$ cat config.mk
export PLATFORM = sky130hd
export DESIGN_NAME = media_sync_follower_unit
export DESIGN_NICKNAME = d
export VERILOG_FILES = /design/src/hw/rtl/msf_pkg.sv /design/src/hw/rtl/msf_front.sv /design/src/hw/rtl/msf_queue.sv /design/src/hw/rtl/msf_back.sv /design/src/hw/rtl/media_sync_follower_unit.sv
export SDC_FILE = /design/constraint.sdc
export NUM_CORES = 1
export LEC_CHECK = 0
export ABC_CLOCK_PERIOD_IN_PS = 9100
export BUFFER_PORTS_ARGS = -buffer_cell sky130_fd_sc_hd__buf_2
export CAP_MARGIN = 20
export CORE_ASPECT_RATIO = 0.75
export CORE_MARGIN = 1.5
export CORE_UTILIZATION = 56
export DETAILED_ROUTE_END_ITERATION = 16
export PLACE_DENSITY = 0.77
export SYNTH_ARGS = -nofsm -noshare
export SYNTH_HDL_FRONTEND = slang
export SYNTH_SLANG_ARGS = --single-unit
export TNS_END_PERCENT = 5
$ cat constraint.sdc
create_clock -name clk -period 9.1 [get_ports clk]
set_input_delay 0 -clock clk [delete_from_list [all_inputs] [get_ports clk]]
set_output_delay 0 -clock clk [all_outputs]
set_load 0.05 [all_outputs]
$ cat src/hw/rtl/msf_pkg.sv
// Shared types and constants of the media sync follower.
package msf_pkg;

  localparam int unsigned MSF_QDEPTH = 2;

  localparam logic [7:0] NEVER_ANNOUNCED = 8'hFF;
  localparam logic [7:0] PLAY_STOPPED    = 8'd0;
  localparam logic [7:0] PLAY_RUNNING    = 8'd1;

  localparam logic [1:0] CFG_DESYNC_THR = 2'd0;
  localparam logic [1:0] CFG_JUMP_THR   = 2'd1;
  localparam logic [1:0] CFG_RESEND_IVL = 2'd2;

  typedef enum logic [1:0] {
    EV_INDEX = 2'd0,
    EV_FRAME = 2'd1,
    EV_START = 2'd2,
    EV_STOP  = 2'd3
  } ev_kind_t;

  typedef struct packed {
    logic [15:0] desync_thr;
    logic [15:0] jump_thr;
    logic [15:0] resend_ivl;
  } cfg_t;

  // One classified packet on its way from the front to the back.
  typedef struct packed {
    logic        coarse;
    logic        st_play;
    logic        st_stop;
    logic [7:0]  idx;
    logic [31:0] comp;
    logic [31:0] comp_rel;
    logic [31:0] now;
  } item_t;

endpackage

$ cat src/hw/rtl/msf_front.sv
// Front part: takes packets, drops rejected ones and does the per-packet arithmetic.
module msf_front (
  input  logic           clk,
  input  logic           rst_n,
  input  msf_pkg::cfg_t  cfg,
  input  logic           push,
  output logic           full,
  input  logic           in_long_enough,
  input  logic           in_layer_match,
  input  logic [7:0]     in_media_index,
  input  logic [7:0]     in_play_state,
  input  logic [31:0]    in_position_ms,
  input  logic [31:0]    in_sender_stamp_ms,
  input  logic [31:0]    in_mesh_now_ms,
  input  logic [31:0]    in_local_now_ms,
  output logic           q_push,
  input  logic           q_full,
  output msf_pkg::item_t q_item
);
  import msf_pkg::*;

  logic        f_valid_r, f_valid_nxt;
  logic [7:0]  f_idx_r;
  logic [7:0]  f_st_r;
  logic [31:0] f_pos_r;
  logic [31:0] f_stamp_r;
  logic [31:0] f_mesh_r;
  logic [31:0] f_now_r;

  logic        accept;
  logic [31:0] delta;
  logic [31:0] delta_bias;
  logic [31:0] thr2;
  logic        trusted;
  logic        st_play;
  logic        use_delta;
  logic [31:0] pos_d;
  logic [31:0] pos_d_rel;
  logic [31:0] pos_rel;

  assign accept = push && !full;
  assign full   = f_valid_r && q_full;
  assign q_push = f_valid_r && !q_full;

  always_comb begin
    if (accept) begin
      f_valid_nxt = in_long_enough && in_layer_match;
    end else if (q_push) begin
      f_valid_nxt = 1'b0;
    end else begin
      f_valid_nxt = f_valid_r;
    end
  end

  always_ff @(posedge clk) begin
    if (!rst_n) begin
      f_valid_r <= 1'b0;
    end else begin
      f_valid_r <= f_valid_nxt;
    end
  end

  always_ff @(posedge clk) begin
    if (accept) begin
      f_idx_r   <= in_media_index;
      f_st_r    <= in_play_state;
      f_pos_r   <= in_position_ms;
      f_stamp_r <= in_sender_stamp_ms;
      f_mesh_r  <= in_mesh_now_ms;
      f_now_r   <= in_local_now_ms;
    end
  end

  // The clocks agree when the signed delta lies in [-thr, thr]; biasing by thr
  // turns that into one unsigned compare against 2*thr.
  assign delta      = f_mesh_r - f_stamp_r;
  assign delta_bias = f_mesh_r - f_stamp_r + {16'b0, cfg.desync_thr};
  assign thr2       = {15'b0, cfg.desync_thr, 1'b0};
  assign trusted    = delta_bias <= thr2;
  assign st_play    = f_st_r == PLAY_RUNNING;
  assign use_delta  = trusted && st_play && !delta[31];

  assign pos_d     = f_pos_r + f_mesh_r - f_stamp_r;
  assign pos_d_rel = f_pos_r + f_mesh_r - f_stamp_r - f_now_r;
  assign pos_rel   = f_pos_r - f_now_r;

  always_comb begin
    q_item.coarse   = !trusted;
    q_item.st_play  = st_play;
    q_item.st_stop  = f_st_r == PLAY_STOPPED;
    q_item.idx      = f_idx_r;
    q_item.comp     = use_delta ? pos_d : f_pos_r;
    q_item.comp_rel = use_delta ? pos_d_rel : pos_rel;
    q_item.now      = f_now_r;
  end

endmodule

$ cat src/hw/rtl/msf_queue.sv
// Short queue of classified packets between the front and the back.
module msf_queue #(
  parameter int unsigned DEPTH = msf_pkg::MSF_QDEPTH
) (
  input  logic           clk,
  input  logic           rst_n,
  input  logic           wr_en,
  input  msf_pkg::item_t wr_item,
  output logic           q_full,
  input  logic           rd_en,
  output logic           q_empty,
  output msf_pkg::item_t rd_item
);
  import msf_pkg::*;

  localparam int unsigned PW = (DEPTH > 1) ? $clog2(DEPTH) : 1;
  localparam int unsigned CW = $clog2(DEPTH + 1);
  localparam logic [PW-1:0] LAST = PW'(DEPTH - 1);

  item_t         mem_r [DEPTH];
  logic [PW-1:0] wr_ptr_r, wr_ptr_nxt;
  logic [PW-1:0] rd_ptr_r, rd_ptr_nxt;
  logic [CW-1:0] count_r, count_nxt;
  logic          do_wr;
  logic          do_rd;

  assign q_full  = count_r == CW'(DEPTH);
  assign q_empty = count_r == '0;
  assign do_wr   = wr_en && !q_full;
  assign do_rd   = rd_en && !q_empty;
  assign rd_item = mem_r[rd_ptr_r];

  always_comb begin
    wr_ptr_nxt = wr_ptr_r;
    rd_ptr_nxt = rd_ptr_r;
    count_nxt  = count_r;
    if (do_wr) begin
      wr_ptr_nxt = (wr_ptr_r == LAST) ? '0 : wr_ptr_r + 1'b1;
    end
    if (do_rd) begin
      rd_ptr_nxt = (rd_ptr_r == LAST) ? '0 : rd_ptr_r + 1'b1;
    end
    if (do_wr && !do_rd) begin
      count_nxt = count_r + 1'b1;
    end else if (do_rd && !do_wr) begin
      count_nxt = count_r - 1'b1;
    end
  end

  always_ff @(posedge clk) begin
    if (!rst_n) begin
      wr_ptr_r <= '0;
      rd_ptr_r <= '0;
      count_r  <= '0;
    end else begin
      wr_ptr_r <= wr_ptr_nxt;
      rd_ptr_r <= rd_ptr_nxt;
      count_r  <= count_nxt;
    end
  end

  always_ff @(posedge clk) begin
    if (do_wr) begin
      mem_r[wr_ptr_r] <= wr_item;
    end
  end

endmodule

$ cat src/hw/rtl/msf_back.sv
// Back part: keeps the follower state, builds each packet's event list and emits it.
module msf_back (
  input  logic           clk,
  input  logic           rst_n,
  input  msf_pkg::cfg_t  cfg,
  input  logic           q_empty,
  output logic           q_pop,
  input  msf_pkg::item_t q_item,
  output logic           empty,
  input  logic           pop,
  output logic [1:0]     out_event_kind,
  output logic [31:0]    out_event_value,
  output logic           out_coarse_follow,
  output logic           out_last_event
);
  import msf_pkg::*;

  // Follower state. Held position and clock anchor only matter while playing,
  // so they are kept as their difference.
  logic        held_play_r, held_play_nxt;
  logic        held_stop_r, held_stop_nxt;
  logic [31:0] base_r, base_nxt;
  logic [7:0]  ann_r, ann_nxt;
  logic [31:0] at_r, at_nxt;

  // Event list of the packet being emitted.
  ev_kind_t    lk_r [3];
  logic [31:0] lv_r [3];
  logic        lcoarse_r;
  logic [1:0]  lcnt_r, lcnt_nxt;
  logic [1:0]  lptr_r, lptr_nxt;

  logic        out_valid_r, out_valid_nxt;
  ev_kind_t    out_kind_r;
  logic [31:0] out_val_r;
  logic        out_coarse_r;
  logic        out_last_r;

  ev_kind_t    nk [3];
  logic [31:0] nv [3];
  logic [1:0]  nn;

  logic        out_free;
  logic        have;
  logic        on_last;
  logic        move;
  logic        sel_idx;
  logic        jumped;
  logic        to_playing;
  logic        to_stopped;
  logic        first_stopped;
  logic        resend;
  logic [31:0] jump_bias;
  logic [31:0] since_ann;

  assign out_free = !out_valid_r || pop;
  assign have     = lptr_r != lcnt_r;
  assign on_last  = (lptr_r + 2'd1) == lcnt_r;
  assign move     = have && out_free;
  assign q_pop    = !q_empty && (!have || (on_last && out_free));

  assign sel_idx       = (ann_r != q_item.idx) && (q_item.idx != '0);
  assign jump_bias     = q_item.comp_rel - base_r + {16'b0, cfg.jump_thr};
  assign jumped        = held_play_r && q_item.st_play &&
                         (jump_bias > {15'b0, cfg.jump_thr, 1'b0});
  assign to_playing    = held_stop_r && q_item.st_play;
  assign to_stopped    = held_play_r && q_item.st_stop;
  assign first_stopped = (ann_r == NEVER_ANNOUNCED) && q_item.st_stop && (q_item.idx == '0);
  assign since_ann     = q_item.now - at_r;
  // A fresh index select sets the announce time to now, which rules out a resend.
  assign resend        = !sel_idx && (cfg.resend_ivl != '0) && q_item.st_play &&
                         (q_item.idx != '0) && (since_ann >= {16'b0, cfg.resend_ivl});

  always_comb begin
    for (int i = 0; i < 3; i++) begin
      nk[i] = EV_INDEX;
      nv[i] = '0;
    end
    nn = '0;
    if (sel_idx) begin
      nk[nn] = EV_INDEX;
      nv[nn] = {24'b0, q_item.idx};
      nn     = nn + 2'd1;
    end
    if (jumped) begin
      nk[nn] = EV_FRAME;
      nv[nn] = q_item.comp;
      nn     = nn + 2'd1;
    end
    if (to_playing) begin
      nk[nn] = EV_FRAME;
      nv[nn] = q_item.comp;
      nn     = nn + 2'd1;
      nk[nn] = EV_START;
      nv[nn] = '0;
      nn     = nn + 2'd1;
    end else if (to_stopped || first_stopped) begin
      nk[nn] = EV_INDEX;
      nv[nn] = '0;
      nn     = nn + 2'd1;
      nk[nn] = EV_STOP;
      nv[nn] = '0;
      nn     = nn + 2'd1;
    end else if (resend) begin
      nk[nn] = EV_INDEX;
      nv[nn] = {24'b0, q_item.idx};
      nn     = nn + 2'd1;
    end
  end

  always_comb begin
    held_play_nxt = held_play_r;
    held_stop_nxt = held_stop_r;
    base_nxt      = base_r;
    ann_nxt       = ann_r;
    at_nxt        = at_r;
    lcnt_nxt      = lcnt_r;
    lptr_nxt      = move ? lptr_r + 2'd1 : lptr_r;
    if (q_pop) begin
      held_play_nxt = q_item.st_play;
      held_stop_nxt = q_item.st_stop;
      if (q_item.st_play) begin
        base_nxt = q_item.comp_rel;
      end
      if (sel_idx) begin
        ann_nxt = q_item.idx;
        at_nxt  = q_item.now;
      end
      if (!to_playing && (to_stopped || first_stopped)) begin
        ann_nxt = '0;
        at_nxt  = q_item.now;
      end else if (!to_playing && resend) begin
        at_nxt = q_item.now;
      end
      lcnt_nxt = nn;
      lptr_nxt = '0;
    end
  end

  always_comb begin
    if (move) begin
      out_valid_nxt = 1'b1;
    end else if (pop) begin
      out_valid_nxt = 1'b0;
    end else begin
      out_valid_nxt = out_valid_r;
    end
  end

  always_ff @(posedge clk) begin
    if (!rst_n) begin
      held_play_r <= 1'b0;
      held_stop_r <= 1'b1;
      ann_r       <= NEVER_ANNOUNCED;
      at_r        <= '0;
      lcnt_r      <= '0;
      lptr_r      <= '0;
      out_valid_r <= 1'b0;
    end else begin
      held_play_r <= held_play_nxt;
      held_stop_r <= held_stop_nxt;
      ann_r       <= ann_nxt;
      at_r        <= at_nxt;
      lcnt_r      <= lcnt_nxt;
      lptr_r      <= lptr_nxt;
      out_valid_r <= out_valid_nxt;
    end
  end

  always_ff @(posedge clk) begin
    base_r <= base_nxt;
    if (q_pop) begin
      lk_r      <= nk;
      lv_r      <= nv;
      lcoarse_r <= q_item.coarse;
    end
    if (move) begin
      out_kind_r   <= lk_r[lptr_r];
      out_val_r    <= lv_r[lptr_r];
      out_coarse_r <= lcoarse_r;
      out_last_r   <= on_last;
    end
  end

  assign empty             = !out_valid_r;
  assign out_event_kind    = out_kind_r;
  assign out_event_value   = out_val_r;
  assign out_coarse_follow = out_coarse_r;
  assign out_last_event    = out_last_r;

endmodule

$ cat src/hw/rtl/media_sync_follower_unit.sv
// Media sync follower: takes media-sync packets from a master and returns the events
// they cause (index select, full frame, start, stop), each packet's events in order with
// the last one flagged. A packet causes one to three events or none; its events leave the event
// stage one after another, and a packet that causes no event still passes through that stage;
// packets that are too short or for another layer are dropped at the input and never reach it.
// The single event output register emits one event per cycle while pop keeps taking them.
// A packet passes through the input register, the packet queue, the event list and the
// output register. Configuration registers may be written only while idle.
module media_sync_follower_unit #(
  parameter int unsigned QUEUE_DEPTH = msf_pkg::MSF_QDEPTH
) (
  input  logic        clk,
  input  logic        rst_n,
  input  logic        push,
  output logic        full,
  input  logic        in_long_enough,
  input  logic        in_layer_match,
  input  logic [7:0]  in_media_index,
  input  logic [7:0]  in_play_state,
  input  logic [31:0] in_position_ms,
  input  logic [31:0] in_sender_stamp_ms,
  input  logic [31:0] in_mesh_now_ms,
  input  logic [31:0] in_local_now_ms,
  output logic        empty,
  input  logic        pop,
  output logic [1:0]  out_event_kind,
  output logic [31:0] out_event_value,
  output logic        out_coarse_follow,
  output logic        out_last_event,
  input  logic        cfg_we,
  input  logic [1:0]  cfg_index,
  input  logic [15:0] cfg_wdata
);
  import msf_pkg::*;

  cfg_t  cfg_r, cfg_nxt;
  item_t f_item;
  item_t b_item;
  logic  f_push;
  logic  q_full;
  logic  q_empty;
  logic  b_pop;

  always_comb begin
    cfg_nxt = cfg_r;
    if (cfg_we) begin
      unique case (cfg_index)
        CFG_DESYNC_THR: cfg_nxt.desync_thr = cfg_wdata;
        CFG_JUMP_THR:   cfg_nxt.jump_thr   = cfg_wdata;
        CFG_RESEND_IVL: cfg_nxt.resend_ivl = cfg_wdata;
        default:        cfg_nxt            = cfg_r;
      endcase
    end
  end

  always_ff @(posedge clk) begin
    if (!rst_n) begin
      cfg_r.desync_thr <= 16'd200;
      cfg_r.jump_thr   <= 16'd500;
      cfg_r.resend_ivl <= 16'd1000;
    end else begin
      cfg_r <= cfg_nxt;
    end
  end

  msf_front u_front (
    .clk                (clk),
    .rst_n              (rst_n),
    .cfg                (cfg_r),
    .push               (push),
    .full               (full),
    .in_long_enough     (in_long_enough),
    .in_layer_match     (in_layer_match),
    .in_media_index     (in_media_index),
    .in_play_state      (in_play_state),
    .in_position_ms     (in_position_ms),
    .in_sender_stamp_ms (in_sender_stamp_ms),
    .in_mesh_now_ms     (in_mesh_now_ms),
    .in_local_now_ms    (in_local_now_ms),
    .q_push             (f_push),
    .q_full             (q_full),
    .q_item             (f_item)
  );

  msf_queue #(
    .DEPTH (QUEUE_DEPTH)
  ) u_queue (
    .clk     (clk),
    .rst_n   (rst_n),
    .wr_en   (f_push),
    .wr_item (f_item),
    .q_full  (q_full),
    .rd_en   (b_pop),
    .q_empty (q_empty),
    .rd_item (b_item)
  );

  msf_back u_back (
    .clk               (clk),
    .rst_n             (rst_n),
    .cfg               (cfg_r),
    .q_empty           (q_empty),
    .q_pop             (b_pop),
    .q_item            (b_item),
    .empty             (empty),
    .pop               (pop),
    .out_event_kind    (out_event_kind),
    .out_event_value   (out_event_value),
    .out_coarse_follow (out_coarse_follow),
    .out_last_event    (out_last_event)
  );

endmodule
# ---- Yosys cells after proc, flatten, opt, wreduce, memory -nomap -nowiden
# Memory sizes are Yosys's and may differ from the RTL's. A register that Yosys moved wholly into a read port is not among the register bits.
# Index checks and enable logic that the tools add are counted.
# Widths: inputs -> output; s select.
dict set report totals {
  input_bits 169
  register_bits 415
  output_inout_bits 38
  memories 1
  mem_bits_rw 214
}
# memory words word_bits rd rd_ports_with_merged_regs wr line_no
set mem_list {}
lappend mem_list {u_queue.mem_r 2 107 1 1 1 msf_queue.sv:20} ;# item_t mem_r [DEPTH];
dict set report classes {
  reduce_logical 61
  eq_ne 8
  bitwise_logic 19
  addsub 17
  muxes 54
  magnitude_cmp 10
}
# op count
set op_table {}
lappend op_table {{$mux 96} 4}
lappend op_table {{$mux 32} 10}
lappend op_table {{$and 96x96->96} 3}
lappend op_table {{$bwmux 96} 3}
lappend op_table {{$demux 32 s2} 3}
lappend op_table {{$not 96->96} 2}
lappend op_table {{$sub 32x32->32} 6}
lappend op_table {{$add 32x16->32} 2}
lappend op_table {{$bmux 32 s2} 1}
lappend op_table {{$add 32x32->32} 1}
lappend op_table {{$ge 32x16->1} 1}
lappend op_table {{$gt 32x17->1} 1}
lappend op_table {{$le 32x17->1} 1}
lappend op_table {{$logic_and 1x1->1} 29}
lappend op_table {{$mux 8} 3}
lappend op_table {{$mux 2} 11}
lappend op_table {{$mux 6} 3}
lappend op_table {{$logic_not 8->1} 2}
lappend op_table {{$reduce_bool 16->1} 1}
lappend op_table {{$demux 2 s2} 3}
lappend op_table {{$ge 3x3->1 const B} 4}
lappend op_table {{$reduce_and 2->1} 6}
lappend op_table {{$logic_not 1->1} 11}
lappend op_table {{$mux 1} 11}
lappend op_table {{29 further kinds} 47}

# ---- Depth between registers and ports, before layout
dict set report logic_depth {
  word_depth 15
  ltp_mapped 42
}

# ---- Modules after synthesis
# A second synthesis with hierarchy kept.
dict set report hier_totals {
  hier_cells 3319
  hier_area_um2 37028.0
}
# mod instances cells_each area_each_um2 seq_area_each_um2
set by_module_without_submodules {}
lappend by_module_without_submodules {msf_back 1 1467 14689.1 6075.8}
lappend by_module_without_submodules {msf_front 1 1314 12380.6 4344.2}
lappend by_module_without_submodules {msf_queue 1 358 8069.0 6526.3}
lappend by_module_without_submodules {media_sync_follower_unit 1 180 1889.3 960.9}

# ---- Worst setup path before layout
# OpenSTA, ideal clock, no wires.
dict set report synth_timing {
  path_type {register -> register}
  start {register u_front.f_stamp_r[1]}
  end {memory u_queue.mem_r[0][63] (netlist name), data pin}
  required_ns 8.829
  path_slack_ns 0.469
  synth_period_minus_slack_ns 8.631
  arrival_ns 8.360
  setup_ns 0.271
  stages_incl_launch_ff 37
  path_cell_list {edfxtp_1 -> inv_1 -> ha_1 -> nor2b_1 -> o31a_1 -> o21ai_0 -> nand2b_1 -> a21o_1 -> a21oi_1 -> xnor2_1 -> ha_1 -> o21ai_0 -> nor3b_1 -> a31oi_1 -> a21oi_1 -> a311o_1 -> or4b_1 -> or4bb_1 -> nor4_1 -> mux2_2 -> or2_2 -> nor3_4 -> buf_6 -> mux2_1 -> ha_1 -> a21o_1 -> a21oi_1 -> o21ai_0 -> a31o_2 -> a311oi_1 -> or4_1 -> a21o_1 -> o2bb2ai_1 -> o21ai_0 -> nor4_1 -> nor3_1 -> xnor3_1}
}
# item line_no
set synth_lines {}
lappend synth_lines {{start, declared} msf_front.sv:26} ;# logic [31:0] f_stamp_r;
lappend synth_lines {{start signal, assigned} msf_front.sv:68} ;# f_stamp_r <= in_sender_stamp_ms;
lappend synth_lines {{end, declared} msf_queue.sv:20}

==> impl_metrics.py <==
metrics = {
    "die": {
        "io-pin-count": 207,
        "dieArea_mm2": 0.0657,
        "die_w_um": 295,
        "placementRows": 80,
        "coreArea_mm2": 0.0636,
        "die_h_um": 222,
        "start_util_pct": 56.5,
    },
    "drt": {
        "route.detailed.vias_per_inst": 5.76,
        "routed_wl_um": 93400,
        "ant_nets": 0,
        "vias": 26721,
        "routedWlPerCell_um": 20.1,
        "drtIter0Drc": 2585,
        "first_pass_iters": 5,
        "drc_errors": 0,
    },
    "timing": {
        "fin_tns_setup_ns": 0,
        "worst_pin_slew_ns": 1.09,
        "slew-limit-headroom_pct": 26.5,
        "finalClockSkew_ns": 0.0483,
        "worst_hold_slack_ns": 0.0513,
        "final-max-slew-violation-count": 0,
        "setup_viol": 0,
        "fmaxAchievable_ghz": 0.114,
        "finalCriticalPeriod_ns": 8.76,
        "finalHoldViolations": 0,
        "fin_ws_ns": 0.337,
        "period_share_pct": 96.3,
        "rsz0062_at_grt": "true",
    },
    "logic_synthesis": {
        "post-synth-top-count-cell": "edfxtp_1",
        "yosys.area.top_type_share_pct": 44.2,
        "synth_edf_count": 529,
        "ys_top_cells_by_area": "edfxtp_1, ha_1, dfxtp_1",
        "synth_warnings": 0,
        "synth_area_per_cell_um2": 10.8,
        "synth_fp_nets": 3773,
        "syn_area_mm2": 0.0359,
        "async_reset_ff_share_pct": 0,
        "yosys.area.top_type": "edfxtp_1",
        "seq_area_frac_synth_pct": 49.9,
        "syn_inst": 3311,
        "synth.ff_latch_count": 630,
        "synthFlopType": "edfxtp_1",
        "synth.distinct_cells": 90,
        "synth_common_cells": "edfxtp_1, inv_1, nand2_1",
    },
    "clock_network": {
        "cts_tree": "built",
        "clock_latency_ns": 0.67,
        "root_buffer": "clkbuf_16",
        "cts-buffers-inserted": 59,
        "clk_path_buf_depth": 3,
        "htreeDepth": 2,
        "clk_transition_reported_paths_ns": 0.07,
        "cts_sinks": 630,
    },
    "layout": {
        "design_area_mm2": 0.0421,
        "nNetsFinal": 4187,
        "syn_to_final_growth_pct": 17.2,
        "finish.utilization_pct": 66.2,
        "finalNonFillerCells": 4637,
        "drive_above_1_share_pct": 12.9,
    },
    "worst_setup_path": {
        "r2r_start": "u_front.f_stamp_r[1]",
        "r2r-end": "u_queue.mem_r[1][63]",
        "path_class": "reg -> reg",
        "crit_arrival_ns": 9.15,
        "worst_path_largest_cell_delay_ns": 0.55,
        "reg2reg_depth": 38,
        "cp_slowest_cell": "or4b_4",
        "end_kind": "register",
        "r2r_setup_slack_ns": 0.34,
        "critPathLaunch": "u_front.f_stamp_r[1]",
        "worstPathRequired_ns": 9.49,
        "crit_fanout": 4,
        "endpoint": "u_queue.mem_r[1][63]",
        "startpoint_type": "register",
    },
    "power": {
        "power_frac_seq_pct": 35.9,
        "power_switching_mw": 4.24,
        "leakage_nw": 17.0,
        "p_int_mw": 7.02,
        "power.total_mw": 11.3,
        "p_per_area_mw_per_mm2": 267,
        "p_clk_share_pct": 22.9,
        "ir_worst_vdd_mv": 0.210,
        "comb_power_share_pct": 41.1,
        "swShare_pct": 37.6,
    },
    "min_path": {
        "worstHoldPathType": "in -> reg",
        "hold_path.startpoint": "in_mesh_now_ms[0]",
    },
    "grt": {
        "grt_overflow": 0,
        "grt_pass1_vias": 25451,
        "grt_pass1_wl_um": 143000,
        "antenna_found_initial": 2,
        "grt_max_degree": 98,
        "track_usage_pct": 28.2,
    },
    "place": {
        "place_area_mm2": 0.0382,
        "dp.cells": 4347,
        "gp_congestion": 0.951,
        "io_buffers": 206,
        "hpwl_um": 66300,
        "place_ws_ns": -0.152,
    },
    "run": {
        "cap_violations": 0,
    },
    "run_status": {
        "outcome": "finished, final reports clean",
    },
}
-- worst min-delay path by stage --
| stage | end | slack [ns] | cells past startpoint |
|---|---|---|---|
| 6_report | u_front.f_mesh_r[0] | 0.05 | 2 |
| 3_5_place_dp | u_front.f_now_r[22] | 0.18 | 1 |
| 3_3_place_gp | u_front.f_pos_r[10] | 0.18 | 1 |
| 4_1_cts | u_front.f_now_r[22] | 0.006 | 2 |
| 5_1_grt | u_front.f_st_r[5] | 0.04 | 2 |
| 2_1_floorplan | u_front.f_idx_r[0] | 0.1 | 0 |
-- cell type report --
cell class	count	area (um2)
clock inverter	37	427
timing repair buffer	439	3250
clock buffer	74	1570
sequential	630	17900
inverter	377	1420
antenna	1	2.50
tap	861	1080
multi-input combinational	2218	16400
fill	4747	21500
-- sequential cells by signal, summed over array words and instances, names as in the netlist, 2 cells and up, named ones only --
signal and cells:
u_front.f_st_r 8, u_front.f_stamp_r 32, u_front.f_idx_r 8, u_front.f_pos_r 32
u_back.out_event_kind 2, u_front.f_mesh_r 32, u_back.lcnt_r 2, u_back.at_r 32
u_queue.mem_r 214, u_back.out_event_value 32, cfg_r 48, u_back.lk_r 6
u_front.f_now_r 32, u_back.base_r 32, u_back.lptr_r 2, u_back.lv_r 96
u_back.ann_r 8, u_queue.count_r 2
-- cell usage in the layout, fill, tap and decap left out, drive strengths merged, types with 48 or more instances in the layout --
cell type / count
a21oi: 199
mux2: 61
mux2i: 156
buf: 269
nand2: 258
xnor2: 97
nor2: 256
dlygate4sd3: 170
ha: 242
xor2: 48
clkbuf: 74
edfxtp: 529
nor3: 50
fa: 51
o21ai: 136
dfxtp: 101
inv: 380
a21o: 94
-- power by group through the flow --
stage / Combinational (mW) / Clock, mW / Sequential [mW]
final: 4.63 / 2.58 / 4.04
after global routing: 5.10 / 2.71 / 4.09
after CTS: 4.53 / 2.59 / 4.04
after detailed placement: 4.45 / 0 / 4.10
after global placement: 4.36 / 0 / 4.08
after floorplan: 3.09 / 0 / 4.38
-- per-layer routing --
metal | part of all wire, % | vias to the layer above | global-route usage [%] | routed length (um)
li1 | - | 12729 | - | -
met1 | 44 | 12819 | 40.7 | 41400
met2 | 45 | 1022 | 44.0 | 42100
met3 | 8.0 | 151 | 4.68 | 7500
met4 | 2.6 | 0 | 7.69 | 2400
met5 | 0 | - | 0 | 0
-- cells by family after synthesis --
group	synth area share, %
mux	6.26
flops	49.9
compound gates	12.9
xor+xnor	3.60
simple gates	11.2
buf+inv	4.91
fa+ha+maj	11.3
-- critical path, delay by kind of cell, from the launching register on --
family / cells / cell delay [ns]
XOR/XNOR: 3 / 0.53
adder cells (fa/ha/maj): 3 / 0.82
AO/OA/AOI/OAI: 18 / 3.19
multiplexers: 1 / 0.34
flip-flops: 1 / 0.38
AND/OR/NAND/NOR: 10 / 2.78
buffers and inverters: 3 / 0.45
-- repair_timing --
action,4_1_cts,5_1_grt
cloned,0,0
setup endpoints to repair,13,52
pin swaps,1,16
hold endpoints to repair,233,0
hold buffers,170,0
resized for setup,6,36
setup buffers,2,5
(Power assumes the default switching activity.)
